[src/teq_pkg.sv]
// Shared types and constants for the timed event queue.
package teq_pkg;

   localparam int TEQ_DEPTH      = 16;
   localparam int TEQ_TAG_BITS   = 16;
   localparam int TIME_BITS      = 63;
   localparam int FIELD_TAG_BITS = 16;

   typedef enum logic [1:0] {
      MODE_INSERT = 2'd0,
      MODE_POLL   = 2'd1,
      MODE_REMOVE = 2'd2,
      MODE_CLEAR  = 2'd3
   } mode_type;

   typedef enum logic [2:0] {
      CELL_HOLD,
      CELL_INSERT,
      CELL_POP,
      CELL_MARK,
      CELL_COMPACT,
      CELL_CLEAR
   } cell_op_type;

   // broadcast to every cell of the chain
   typedef struct packed {
      cell_op_type op;
      logic        phase;
   } cell_ctl_type;

endpackage

[src/teq_cell.sv]
// One slot of the sorted chain: holds an entry and trades it with its neighbors.
module teq_cell #(
   parameter int TAG_BITS = teq_pkg::TEQ_TAG_BITS
) (
   input  logic                         clock,
   input  logic                         reset,
   input  teq_pkg::cell_ctl_type        ctl,
   input  logic                         pair_low,
   input  logic [teq_pkg::TIME_BITS-1:0] new_time,
   input  logic [TAG_BITS-1:0]          new_tag,
   input  logic                         left_valid,
   input  logic                         left_ge,
   input  logic [teq_pkg::TIME_BITS-1:0] left_time,
   input  logic [TAG_BITS-1:0]          left_tag,
   input  logic                         right_valid,
   input  logic [teq_pkg::TIME_BITS-1:0] right_time,
   input  logic [TAG_BITS-1:0]          right_tag,
   output logic                         valid,
   output logic                         ge,
   output logic [teq_pkg::TIME_BITS-1:0] time_val,
   output logic [TAG_BITS-1:0]          tag
);

   logic                          valid_ff, valid_in;
   logic [teq_pkg::TIME_BITS-1:0] time_ff, time_in;
   logic [TAG_BITS-1:0]           tag_ff, tag_in;

   // empty or not earlier than the new entry: the new entry lands at or before here
   assign ge       = !valid_ff || (time_ff >= new_time);
   assign valid    = valid_ff;
   assign time_val = time_ff;
   assign tag      = tag_ff;

   always_comb begin
      valid_in = valid_ff;
      time_in  = time_ff;
      tag_in   = tag_ff;
      case (ctl.op)
         teq_pkg::CELL_INSERT: begin
            if (ge && left_ge) begin
               valid_in = left_valid;
               time_in  = left_time;
               tag_in   = left_tag;
            end else if (ge) begin
               valid_in = 1'b1;
               time_in  = new_time;
               tag_in   = new_tag;
            end
         end
         teq_pkg::CELL_POP: begin
            valid_in = right_valid;
            time_in  = right_time;
            tag_in   = right_tag;
         end
         teq_pkg::CELL_MARK: begin
            valid_in = valid_ff && (tag_ff != new_tag);
         end
         teq_pkg::CELL_COMPACT: begin
            // odd-even pass: a live entry steps left into an empty partner
            if (pair_low) begin
               if (!valid_ff && right_valid) begin
                  valid_in = 1'b1;
                  time_in  = right_time;
                  tag_in   = right_tag;
               end
            end else if (valid_ff && !left_valid) begin
               valid_in = 1'b0;
            end
         end
         teq_pkg::CELL_CLEAR: begin
            valid_in = 1'b0;
         end
         default: begin
            valid_in = valid_ff;
         end
      endcase
   end

   always_ff @(posedge clock) begin
      if (reset) begin
         valid_ff <= 1'b0;
      end else begin
         valid_ff <= valid_in;
      end
   end

   always_ff @(posedge clock) begin
      time_ff <= time_in;
      tag_ff  <= tag_in;
   end

endmodule

[src/timed_event_queue_top.sv]
// Top level of the timed event queue: a sorted chain of entry cells and its sequencer.
// Insert, poll and clear: cells update on the request transfer, and the response is
// registered in the finish state that follows. Remove: matching tags are dropped on the
// transfer, then odd-even passes compact the chain. Requests stall outside the idle state.
// Synchronous active-high reset empties the queue at once (valid bits only);
// entry payload is not reset.
module timed_event_queue_top #(
   parameter int QUEUE_DEPTH = teq_pkg::TEQ_DEPTH,
   parameter int TAG_BITS    = teq_pkg::TEQ_TAG_BITS,
   localparam int OCC_BITS   = $clog2(QUEUE_DEPTH + 1)
) (
   input  logic                               clock,
   input  logic                               reset,
   input  logic                               req_valid,
   output logic                               req_stall,
   input  logic [1:0]                         req_mode,
   input  logic [teq_pkg::TIME_BITS-1:0]      req_event_time,
   input  logic [teq_pkg::FIELD_TAG_BITS-1:0] req_task_tag,
   output logic                               rsp_valid,
   input  logic                               rsp_stall,
   output logic                               rsp_fired,
   output logic [teq_pkg::FIELD_TAG_BITS-1:0] rsp_fired_tag,
   output logic [teq_pkg::TIME_BITS-1:0]      rsp_fired_time,
   output logic [teq_pkg::TIME_BITS-1:0]      rsp_wait_left,
   output logic [OCC_BITS-1:0]                rsp_occupancy,
   output logic                               rsp_dropped
);

   localparam int PH_BITS = $clog2(QUEUE_DEPTH);

   typedef enum logic [1:0] {
      ST_IDLE,
      ST_COMPACT,
      ST_FINISH
   } state_type;

   state_type            state_ff;
   logic [PH_BITS-1:0]   phase_ff;
   logic                 rsp_valid_ff;
   logic                 rsp_fired_ff;
   logic [teq_pkg::FIELD_TAG_BITS-1:0] rsp_fired_tag_ff;
   logic [teq_pkg::TIME_BITS-1:0]      rsp_fired_time_ff;
   logic [teq_pkg::TIME_BITS-1:0]      rsp_wait_left_ff;
   logic [OCC_BITS-1:0]  rsp_occupancy_ff;
   logic                 rsp_dropped_ff;

   // chain taps; valid_vec has a constant empty slot past the last cell
   logic [QUEUE_DEPTH:0]          valid_vec;
   logic [QUEUE_DEPTH-1:0]        ge_vec;
   logic [teq_pkg::TIME_BITS-1:0] cell_time [QUEUE_DEPTH];
   logic [TAG_BITS-1:0]           cell_tag  [QUEUE_DEPTH];

   teq_pkg::cell_ctl_type ctl;
   logic                  accept;
   logic                  full;
   logic                  head_due;
   logic [TAG_BITS-1:0]   tag_in;
   logic [OCC_BITS-1:0]   occ_count;
   teq_pkg::mode_type     mode;

   assign mode      = teq_pkg::mode_type'(req_mode);
   assign tag_in    = TAG_BITS'(req_task_tag);
   assign full      = valid_vec[QUEUE_DEPTH-1];
   // head at or before the current time is due
   assign head_due  = valid_vec[0] && (cell_time[0] <= req_event_time);

   // one request in flight; the response register frees up on the same edge it is taken
   assign req_stall = (state_ff != ST_IDLE) || (rsp_valid_ff && rsp_stall);
   assign accept    = req_valid && !req_stall;

   // command broadcast to all cells
   always_comb begin
      ctl.op    = teq_pkg::CELL_HOLD;
      ctl.phase = phase_ff[0];
      case (state_ff)
         ST_IDLE: begin
            if (accept) begin
               case (mode)
                  teq_pkg::MODE_INSERT: ctl.op = full ? teq_pkg::CELL_HOLD
                                                      : teq_pkg::CELL_INSERT;
                  teq_pkg::MODE_POLL:   ctl.op = head_due ? teq_pkg::CELL_POP
                                                          : teq_pkg::CELL_HOLD;
                  teq_pkg::MODE_REMOVE: ctl.op = teq_pkg::CELL_MARK;
                  teq_pkg::MODE_CLEAR:  ctl.op = teq_pkg::CELL_CLEAR;
                  default:              ctl.op = teq_pkg::CELL_HOLD;
               endcase
            end
         end
         ST_COMPACT: ctl.op = teq_pkg::CELL_COMPACT;
         default:    ctl.op = teq_pkg::CELL_HOLD;
      endcase
   end

   assign valid_vec[QUEUE_DEPTH] = 1'b0;

   for (genvar i = 0; i < QUEUE_DEPTH; i++) begin : g_cell
      localparam logic PARITY = 1'(i % 2);
      logic                          l_valid;
      logic                          l_ge;
      logic [teq_pkg::TIME_BITS-1:0] l_time;
      logic [TAG_BITS-1:0]           l_tag;
      logic [teq_pkg::TIME_BITS-1:0] r_time;
      logic [TAG_BITS-1:0]           r_tag;

      if (i == 0) begin : g_left_edge
         // head never moves left in a compaction pass, never takes a left entry
         assign l_valid = 1'b1;
         assign l_ge    = 1'b0;
         assign l_time  = '0;
         assign l_tag   = '0;
      end else begin : g_left
         assign l_valid = valid_vec[i-1];
         assign l_ge    = ge_vec[i-1];
         assign l_time  = cell_time[i-1];
         assign l_tag   = cell_tag[i-1];
      end

      if (i == QUEUE_DEPTH - 1) begin : g_right_edge
         assign r_time = '0;
         assign r_tag  = '0;
      end else begin : g_right
         assign r_time = cell_time[i+1];
         assign r_tag  = cell_tag[i+1];
      end

      teq_cell #(
         .TAG_BITS (TAG_BITS)
      ) u_cell (
         .clock       (clock),
         .reset       (reset),
         .ctl         (ctl),
         .pair_low    (ctl.phase == PARITY),
         .new_time    (req_event_time),
         .new_tag     (tag_in),
         .left_valid  (l_valid),
         .left_ge     (l_ge),
         .left_time   (l_time),
         .left_tag    (l_tag),
         .right_valid (valid_vec[i+1]),
         .right_time  (r_time),
         .right_tag   (r_tag),
         .valid       (valid_vec[i]),
         .ge          (ge_vec[i]),
         .time_val    (cell_time[i]),
         .tag         (cell_tag[i])
      );
   end

   // valid bits are packed at the low end: the last live slot gives the count
   always_comb begin
      occ_count = '0;
      for (int i = 0; i < QUEUE_DEPTH; i++) begin
         if (valid_vec[i] && !valid_vec[i+1]) begin
            occ_count = occ_count | OCC_BITS'(i + 1);
         end
      end
   end

   always_ff @(posedge clock) begin
      if (reset) begin
         state_ff     <= ST_IDLE;
         phase_ff     <= '0;
         rsp_valid_ff <= 1'b0;
      end else begin
         if (rsp_valid_ff && !rsp_stall) begin
            rsp_valid_ff <= 1'b0;
         end
         case (state_ff)
            ST_IDLE: begin
               if (accept) begin
                  // fire/wait/drop fields are known at transfer; count comes later
                  rsp_fired_ff      <= (mode == teq_pkg::MODE_POLL) && head_due;
                  rsp_fired_tag_ff  <= ((mode == teq_pkg::MODE_POLL) && head_due) ?
                                       teq_pkg::FIELD_TAG_BITS'(cell_tag[0]) : '0;
                  rsp_fired_time_ff <= ((mode == teq_pkg::MODE_POLL) && head_due) ?
                                       cell_time[0] : '0;
                  rsp_wait_left_ff  <= ((mode == teq_pkg::MODE_POLL) && valid_vec[0]
                                        && !head_due) ?
                                       (cell_time[0] - req_event_time) : '0;
                  rsp_dropped_ff    <= (mode == teq_pkg::MODE_INSERT) && full;
                  phase_ff          <= '0;
                  state_ff          <= (mode == teq_pkg::MODE_REMOVE) ? ST_COMPACT
                                                                      : ST_FINISH;
               end
            end
            ST_COMPACT: begin
               if (phase_ff == PH_BITS'(QUEUE_DEPTH - 1)) begin
                  state_ff <= ST_FINISH;
               end
               phase_ff <= phase_ff + 1'b1;
            end
            ST_FINISH: begin
               rsp_occupancy_ff <= occ_count;
               rsp_valid_ff     <= 1'b1;
               state_ff         <= ST_IDLE;
            end
            default: begin
               state_ff <= ST_IDLE;
            end
         endcase
      end
   end

   assign rsp_valid      = rsp_valid_ff;
   assign rsp_fired      = rsp_fired_ff;
   assign rsp_fired_tag  = rsp_fired_tag_ff;
   assign rsp_fired_time = rsp_fired_time_ff;
   assign rsp_wait_left  = rsp_wait_left_ff;
   assign rsp_occupancy  = rsp_occupancy_ff;
   assign rsp_dropped    = rsp_dropped_ff;

endmodule

[config.mk]
export PLATFORM = sky130hd
export DESIGN_NAME = timed_event_queue_top
export DESIGN_NICKNAME = d
export VERILOG_FILES = /design/src/teq_pkg.sv /design/src/teq_cell.sv /design/src/timed_event_queue_top.sv
export SDC_FILE = /design/constraint.sdc
export NUM_CORES = 2
export LEC_CHECK = 0
export ABC_CLOCK_PERIOD_IN_PS = 17900
export BUFFER_PORTS_ARGS = -buffer_cell sky130_fd_sc_hd__buf_4
export CAP_MARGIN = 5
export CORE_MARGIN = 2
export CORE_UTILIZATION = 40
export CTS_BUF_LIST = sky130_fd_sc_hd__clkbuf_2 sky130_fd_sc_hd__clkbuf_4 sky130_fd_sc_hd__clkbuf_8
export CTS_CLUSTER_DIAMETER = 80
export DETAILED_ROUTE_END_ITERATION = 7
export PLACE_DENSITY = 0.58
export SKIP_LAST_GASP = 1
export SYNTH_ARGS = -nofsm -noshare
export SYNTH_HDL_FRONTEND = slang
export SYNTH_SLANG_ARGS = --single-unit
[constraint.sdc]
create_clock -name clock -period 17.9 [get_ports clock]
set_input_delay 2.685 -clock clock [delete_from_list [all_inputs] [get_ports clock]]
set_output_delay 2.685 -clock clock [all_outputs]
set_load 0.01 [all_outputs]
# --- Word level (Yosys, flattened, before mapping) ---
# Index checks and enable logic that the tools add are counted.
# Widths: inputs -> output; s select.
word_totals:
  output_inout_bits: 151
  ram_bits: 0
  elab_cells: 581
  memories: 0
  mem_bits_ro: 0
  ff_bits: 1436
  input_bits: 85
  latch_bits: 0
classes:
  n_div: 0
  n_mul: 0
  n_bitwise: 1
  order_cmp: 17
  n_addsub: 2
  n_mux: 275
  shifts: 0
  reduce_logical: 151
  n_eq_ne: 77
ops:
  columns: ["op", "count"]
  rows:
  - ["$mux 63", 61]
  - ["$pmux 63 s3", 15]
  - ["$ge 63x63->1", 16]
  - ["$mux 16", 61]
  - ["$pmux 16 s3", 15]
  - ["$ne 16x16->1", 16]
  - ["$pmux 63 s2", 1]
  - ["$reduce_and 4->1", 31]
  - ["$mux 1", 81]
  - ["$pmux 1 s5", 15]
  - ["$logic_and 1x1->1", 69]
  - ["$le 63x63->1", 1]
  - ["$sub 63x63->63", 1]
  - ["$ne 3x1->1 const B", 15]
  - ["$ne 3x2->1 const B", 15]
  - ["$mux 4", 9]
  - ["$ne 2x1->1 const B", 16]
  - ["$pmux 16 s2", 1]
  - ["$logic_not 1->1", 19]
  - ["$logic_or 1x1->1", 17]
  - ["$mux 3", 5]
  - ["$mux 2", 6]
  - ["$pmux 3 s4", 1]
  - ["$ne 2x2->1 const B", 4]
  - ["20 further kinds", 32]

# --- Longest topological paths before layout ---
logic_depth:
  depth_word: 17
  ltp_mapped: 17
  mapped_depth_nobuf: 14

# --- By module ---
# Synthesis repeated with hierarchy kept, for this count alone.
hier_totals:
  cells_unflattened: 17035
  hier_area_um2: 134257.5
by_module_without_submodules:
  columns: ["module", "seq_area_each_um2", "instances", "area_per_inst_um2", "cells_per_inst"]
  rows:
  - ["teq_cell at g_cell[0].u_cell ...", 2392.3, 15, 7766.2, 998]
  - ["timed_event_queue_top", 4614.4, 1, 10218.6, 1072]
  - ["teq_cell at g_cell[15].u_cell", 2392.3, 1, 7546.0, 993]

# --- Worst setup path before layout ---
# No wires, ideal clock.
synth_timing:
  path_kind: "input to register"
  start: "input req_event_time[42] (netlist bit)"
  end: "register g_cell[5].u_cell.tag_ff[0] (enable)"
  cell_stages: 15
  setup_ps: 634
  slack_ps: 5911
  path_buffers: 3
  t_arrival_ps: 11355
  t_required_ps: 17266
  cell_sequence: "inv_1 -> ha_1 -> clkbuf_1 -> and3_1 -> and3_1 -> nand2_1 -> or4_4 -> o21ai_0 -> o311a_1 -> nand2_1 -> o21ai_2 -> buf_2 -> buf_4 -> o22ai_1 -> a211oi_1"
synth_between:
  elab_chain_cells: 9
  elab_cells_between_ends: 19
  cone_classes: "3 x order compare; 6 x eq/ne; 4 x mux; 6 x reduce/logical"
synth_rtl:
  columns: ["item", "line_no", "text"]
  rows:
  - ["start: declaration", "timed_event_queue_top.sv:17", "input logic [teq_pkg::TIME_BITS-1:0] req_event_time,"]
  - ["$le 63x63->1", "timed_event_queue_top.sv:65", "assign head_due = valid_vec[0] && (cell_time[0] <= req_event_time);"]
  - ["$logic_and 1x1->1", "timed_event_queue_top.sv:65", null]
  - ["$mux 2", "timed_event_queue_top.sv:81", "teq_pkg::MODE_POLL: ctl.op = head_due ? teq_pkg::CELL_POP"]
  - ["$pmux 3 s4", "timed_event_queue_top.sv:78", "case (mode)"]
  - ["$mux 3", "timed_event_queue_top.sv:77", "if (accept) begin"]
  - ["$pmux 3 s2", "timed_event_queue_top.sv:75", "case (state_ff)"]
  - ["$eq 3x1->1, or another cell as far along", "teq_cell.sv:38", "case (ctl.op)"]
  - ["$ne 3x1->1 (no source line), or another cell as far along", null, null]
  - ["$reduce_and 4->1 (no source line) (*)", null, null]
  - ["end signal: assignment", "teq_cell.sv:89", "tag_ff <= tag_in;"]
  - ["end: declaration", "teq_cell.sv:26", "logic [TAG_BITS-1:0] tag_ff, tag_in;"]
# Every way passes the cells marked *; elsewhere a longest branch is shown, timed or not.
# A chain may end at the register's enable or synchronous reset.

# --- Worst setup path after layout ---
layout_timing:
  start: "input req_event_time[12] (netlist bit)"
  end: "register g_cell[14].u_cell.time_ff, in the netlist g_cell[14].u_cell.time_val[14] (enable)"
layout_between:
  elab_chain_cells: 9
  elab_cells_between_ends: 19
  cone_classes: "3 x order compare; 6 x eq/ne; 4 x mux; 6 x reduce/logical"
layout_rtl:
  columns: ["item", "line_no", "text"]
  rows:
  - ["$le 63x63->1", "timed_event_queue_top.sv:65", null]
  - ["$logic_and 1x1->1", "timed_event_queue_top.sv:65", null]
  - ["$mux 2", "timed_event_queue_top.sv:81", null]
  - ["$pmux 3 s4", "timed_event_queue_top.sv:78", null]
  - ["$mux 3", "timed_event_queue_top.sv:77", null]
  - ["$pmux 3 s2", "timed_event_queue_top.sv:75", null]
  - ["$eq 3x1->1, or another cell as far along", "teq_cell.sv:38", null]
  - ["$ne 3x1->1 (no source line), or another cell as far along", null, null]
  - ["$reduce_and 4->1 (no source line) (*)", null, null]
  - ["end signal: assignment", "teq_cell.sv:88", "time_ff <= time_in;"]
  - ["end: declaration", "teq_cell.sv:25", "logic [teq_pkg::TIME_BITS-1:0] time_ff, time_in;"]
# Marks and branches as above.

==> flow_summary.json <==
{
  "route.detailed.drc": 0,
  "wl_per_cell_um": 27.3,
  "finalCritPeriodShare_pct": 52.2,
  "drv_slew": 0,
  "outcome": "complete, no violations",
  "worstSkewPairLatency_ns": 1.10,
  "synth_edf_count": 1413,
  "dr.pass1.iters": 6,
  "gp_congestion": 0.993,
  "finalHoldViolCount": 0,
  "fin_tns_setup_ns": 0,
  "synth_ff_type": "edfxtp_1",
  "pre_cts_slack_ns": 7.53,
  "syn2layout_area_growth_pct": 10.3,
  "grt_usage_pct": 27.7,
  "portBuffers": 235,
  "power_density_nw_per_um2": 95.8,
  "clock_sinks": 1436,
  "cts_buffers": 289,
  "setup_violations": 0,
  "die-height_um": 498,
  "reg2regPathDepth": 15,
  "root_buffer": "clkbuf_8",
  "ir_drop_mv": 0.0840,
  "synth_seq_area_share_pct": 44.0,
  "place_hpwl_um": 252000,
  "clock.fmax_mhz": 107,
  "worstPathRequired_ns": 18.55,
  "fin_ws_ns": 8.56,
  "relSlewSlack_pct": 2.80,
  "syn_area_um2": 97500,
  "post-cts-setup-buffers": 0,
  "initial_core_util_pct": 40.2,
  "yosys_register_bits": 1436,
  "fin_crit_ns": 9.34,
  "critPathLaunchType": "input port",
  "nets": 10700,
  "rsz0062_at_grt": "false",
  "grt_pass1_vias": 76600,
  "die_w_um": 498,
  "worst_pin_slew_ns": 1.45,
  "path_max_fanout": 71,
  "pin_count": 236,
  "core_area_um2": 243000,
  "whs_ns": 0.485,
  "synth.distinct_cells": 86,
  "rows": 181,
  "avgSynthCellArea_um2": 10.2,
  "netlist_instances": 9568,
  "cts_hold_buf": 0,
  "gr-total-overflow": 0,
  "dieArea_um2": 248000,
  "skew_ns": 0.0908,
  "num-fill-cells": 23100,
  "vias_per_cell": 6.05,
  "vias": 78800,
  "first_iter_violations": 9083,
  "leakage_nw": 42.5,
  "postLayoutCoreUtil_pct": 44.3,
  "grt_max_degree": 225,
  "antenna_found_initial": 21,
  "cp.arrival_ns": 9.99,
  "routed_wl_um": 355000,
  "cts_tree": "done",
  "cts_resized": 0,
  "finalPower_mw": 10.3,
  "synthArstFlopShare_pct": 0,
  "grt_pass1_wl_um": 517000,
  "synthesis.nets": 10700,
  "worstHoldPathCells": 2,
  "cts.clk_slew.worst_paths_ns": 0.05,
  "htreeDepth": 5,
  "clockBufferDepth": 4,
  "crit_type": "input port to register",
  "drtAntennaViolNets": 0,
  "yosys_warnings": 0,
  "holdCritPathClass": "register to register",
  "drive_gt1_share_pct": 9.06,
  "maxCapViolations": 0,
  "cp-end-kind": "register"
}
-- critical path, cell delays in order --
cell and delay, ns:
buf_4 0.22, inv_1 0.06, buf_4 0.24, ha_1 0.48, nand4_1 0.22, nor3_1 1.18
nand2_1 0.21, or4_4 0.50, o21ai_0 0.11, o311a_4 0.50, nand2_1 0.28, o21ai_4 0.19
buf_4 0.61, o21ai_1 0.15, buf_4 0.23, a221oi_4 0.77, buf_4 0.50, buf_4 0.72
-- power by group --
group          leakage [nW]  total (mW)  internal [mW]  switching [mW]
clock network          2.80        3.34           1.80            1.54
logic                  26.4        2.51          0.911            1.60
registers              13.3        4.45           4.17           0.286
total                  42.5        10.3           6.88            3.43
-- cell families (layout without fill, tap and decap cells) --
family | count (synthesis) | in the layout | synth area share [%]
other | 0 | 3 | 0
DFF | 1436 | 1436 | 44.0
adders and majority gates | 1010 | 1010 | 13.0
muxes | 1058 | 1058 | 10.9
buffers and inverters | 751 | 1007 | 3.38
and+or+nand+nor | 2562 | 2562 | 11.7
AOI/OAI and AO/OA | 2441 | 2441 | 14.3
xor gates and xnor gates | 310 | 310 | 2.79
-- cells in the mapped netlist (all sizes together), types with 132 or more instances --
cell | instances | area share, %
buf | 196 | 1.2
nand4 | 219 | 1.4
inv | 132 | 0.51
a21oi | 1017 | 5.2
xor2 | 262 | 2.4
nand2 | 852 | 3.3
ha | 1009 | 13
mux2i | 1057 | 11
edfxtp | 1413 | 44
clkbuf | 423 | 1.6
a21o | 261 | 2.0
o21ai | 818 | 4.2
nor2 | 1000 | 3.9
-- per-layer routing --
metal  track usage (%)  part of all wire [%]  vias up
met2              42.6                    44     3875
met1              37.6                    42    38400
met4              13.4                   5.2       14
met3              5.13                   8.8      716
li1                  -                     -    35800
met5                 0                 0.029        -
-- layout by cell type (no fill, tap or decap), drive strengths merged, types with 36 or more instances in the layout --
master	netlist	routed
a211oi	55	55
a21o	261	261
a21oi	1017	1017
and3	101	101
buf	196	405
clkbuf	423	371
clkinv	0	85
edfxtp	1413	1413
ha	1009	1009
inv	132	134
mux2i	1057	1057
nand2	852	852
nand2b	37	37
nand3	66	66
nand4	219	219
nor2	1000	1000
nor2b	53	53
nor3	60	60
nor4	95	95
o21a	36	36
o21ai	818	818
xnor2	48	48
xor2	262	262
-- registers in the layout (all words and copies together), names as in the netlist --
name and count:
g_cell.u_cell.time_val 1008, g_cell.u_cell.tag 256, rsp_fired_time 63, rsp_wait_left 63, g_cell.u_cell.valid 16, rsp_fired_tag 16, rsp_occupancy 5, phase_ff 4
state_ff 2, rsp_dropped 1, rsp_fired 1, rsp_valid 1
-- worst paths after layout --
kind | from | endpoint | slack, ns
max | req_event_time[12] | g_cell[14].u_cell.time_val[14]$_DFFE_PP_ | 8.56
min | rsp_valid$_SDFFE_PP0P_ | rsp_valid$_SDFFE_PP0P_ | 0.49
max reg2reg | g_cell[0].u_cell.time_val[12]$_DFFE_PP_ | g_cell[14].u_cell.time_val[14]$_DFFE_PP_ | 10.20
min reg2reg | rsp_valid$_SDFFE_PP0P_ | rsp_valid$_SDFFE_PP0P_ | 0.49
-- stage by stage --
step / instance area, µm² / cells
CTS: 108000 / 13000
detailed placement: 102000 / 12600
finish: 108000 / 13000
floorplan: 97500 / 9568
global route: 108000 / 13000
global placement: 102000 / 12600
-- cell type report --
cell class              instances  area, µm²  share of cell area, %
clock buffers                 371       4670                   4.34
flip-flops and latches       1436      42900                   39.9
multi-input cells            7381      51700                   48.1
repair buffers                405       3140                   2.92
clock inverters                99        638                  0.593
inverters                     132        495                  0.461
diodes                          3       7.51                0.00698
well taps                    3202       4010                   3.72
No activity file was read; power rests on OpenSTA's default activity.
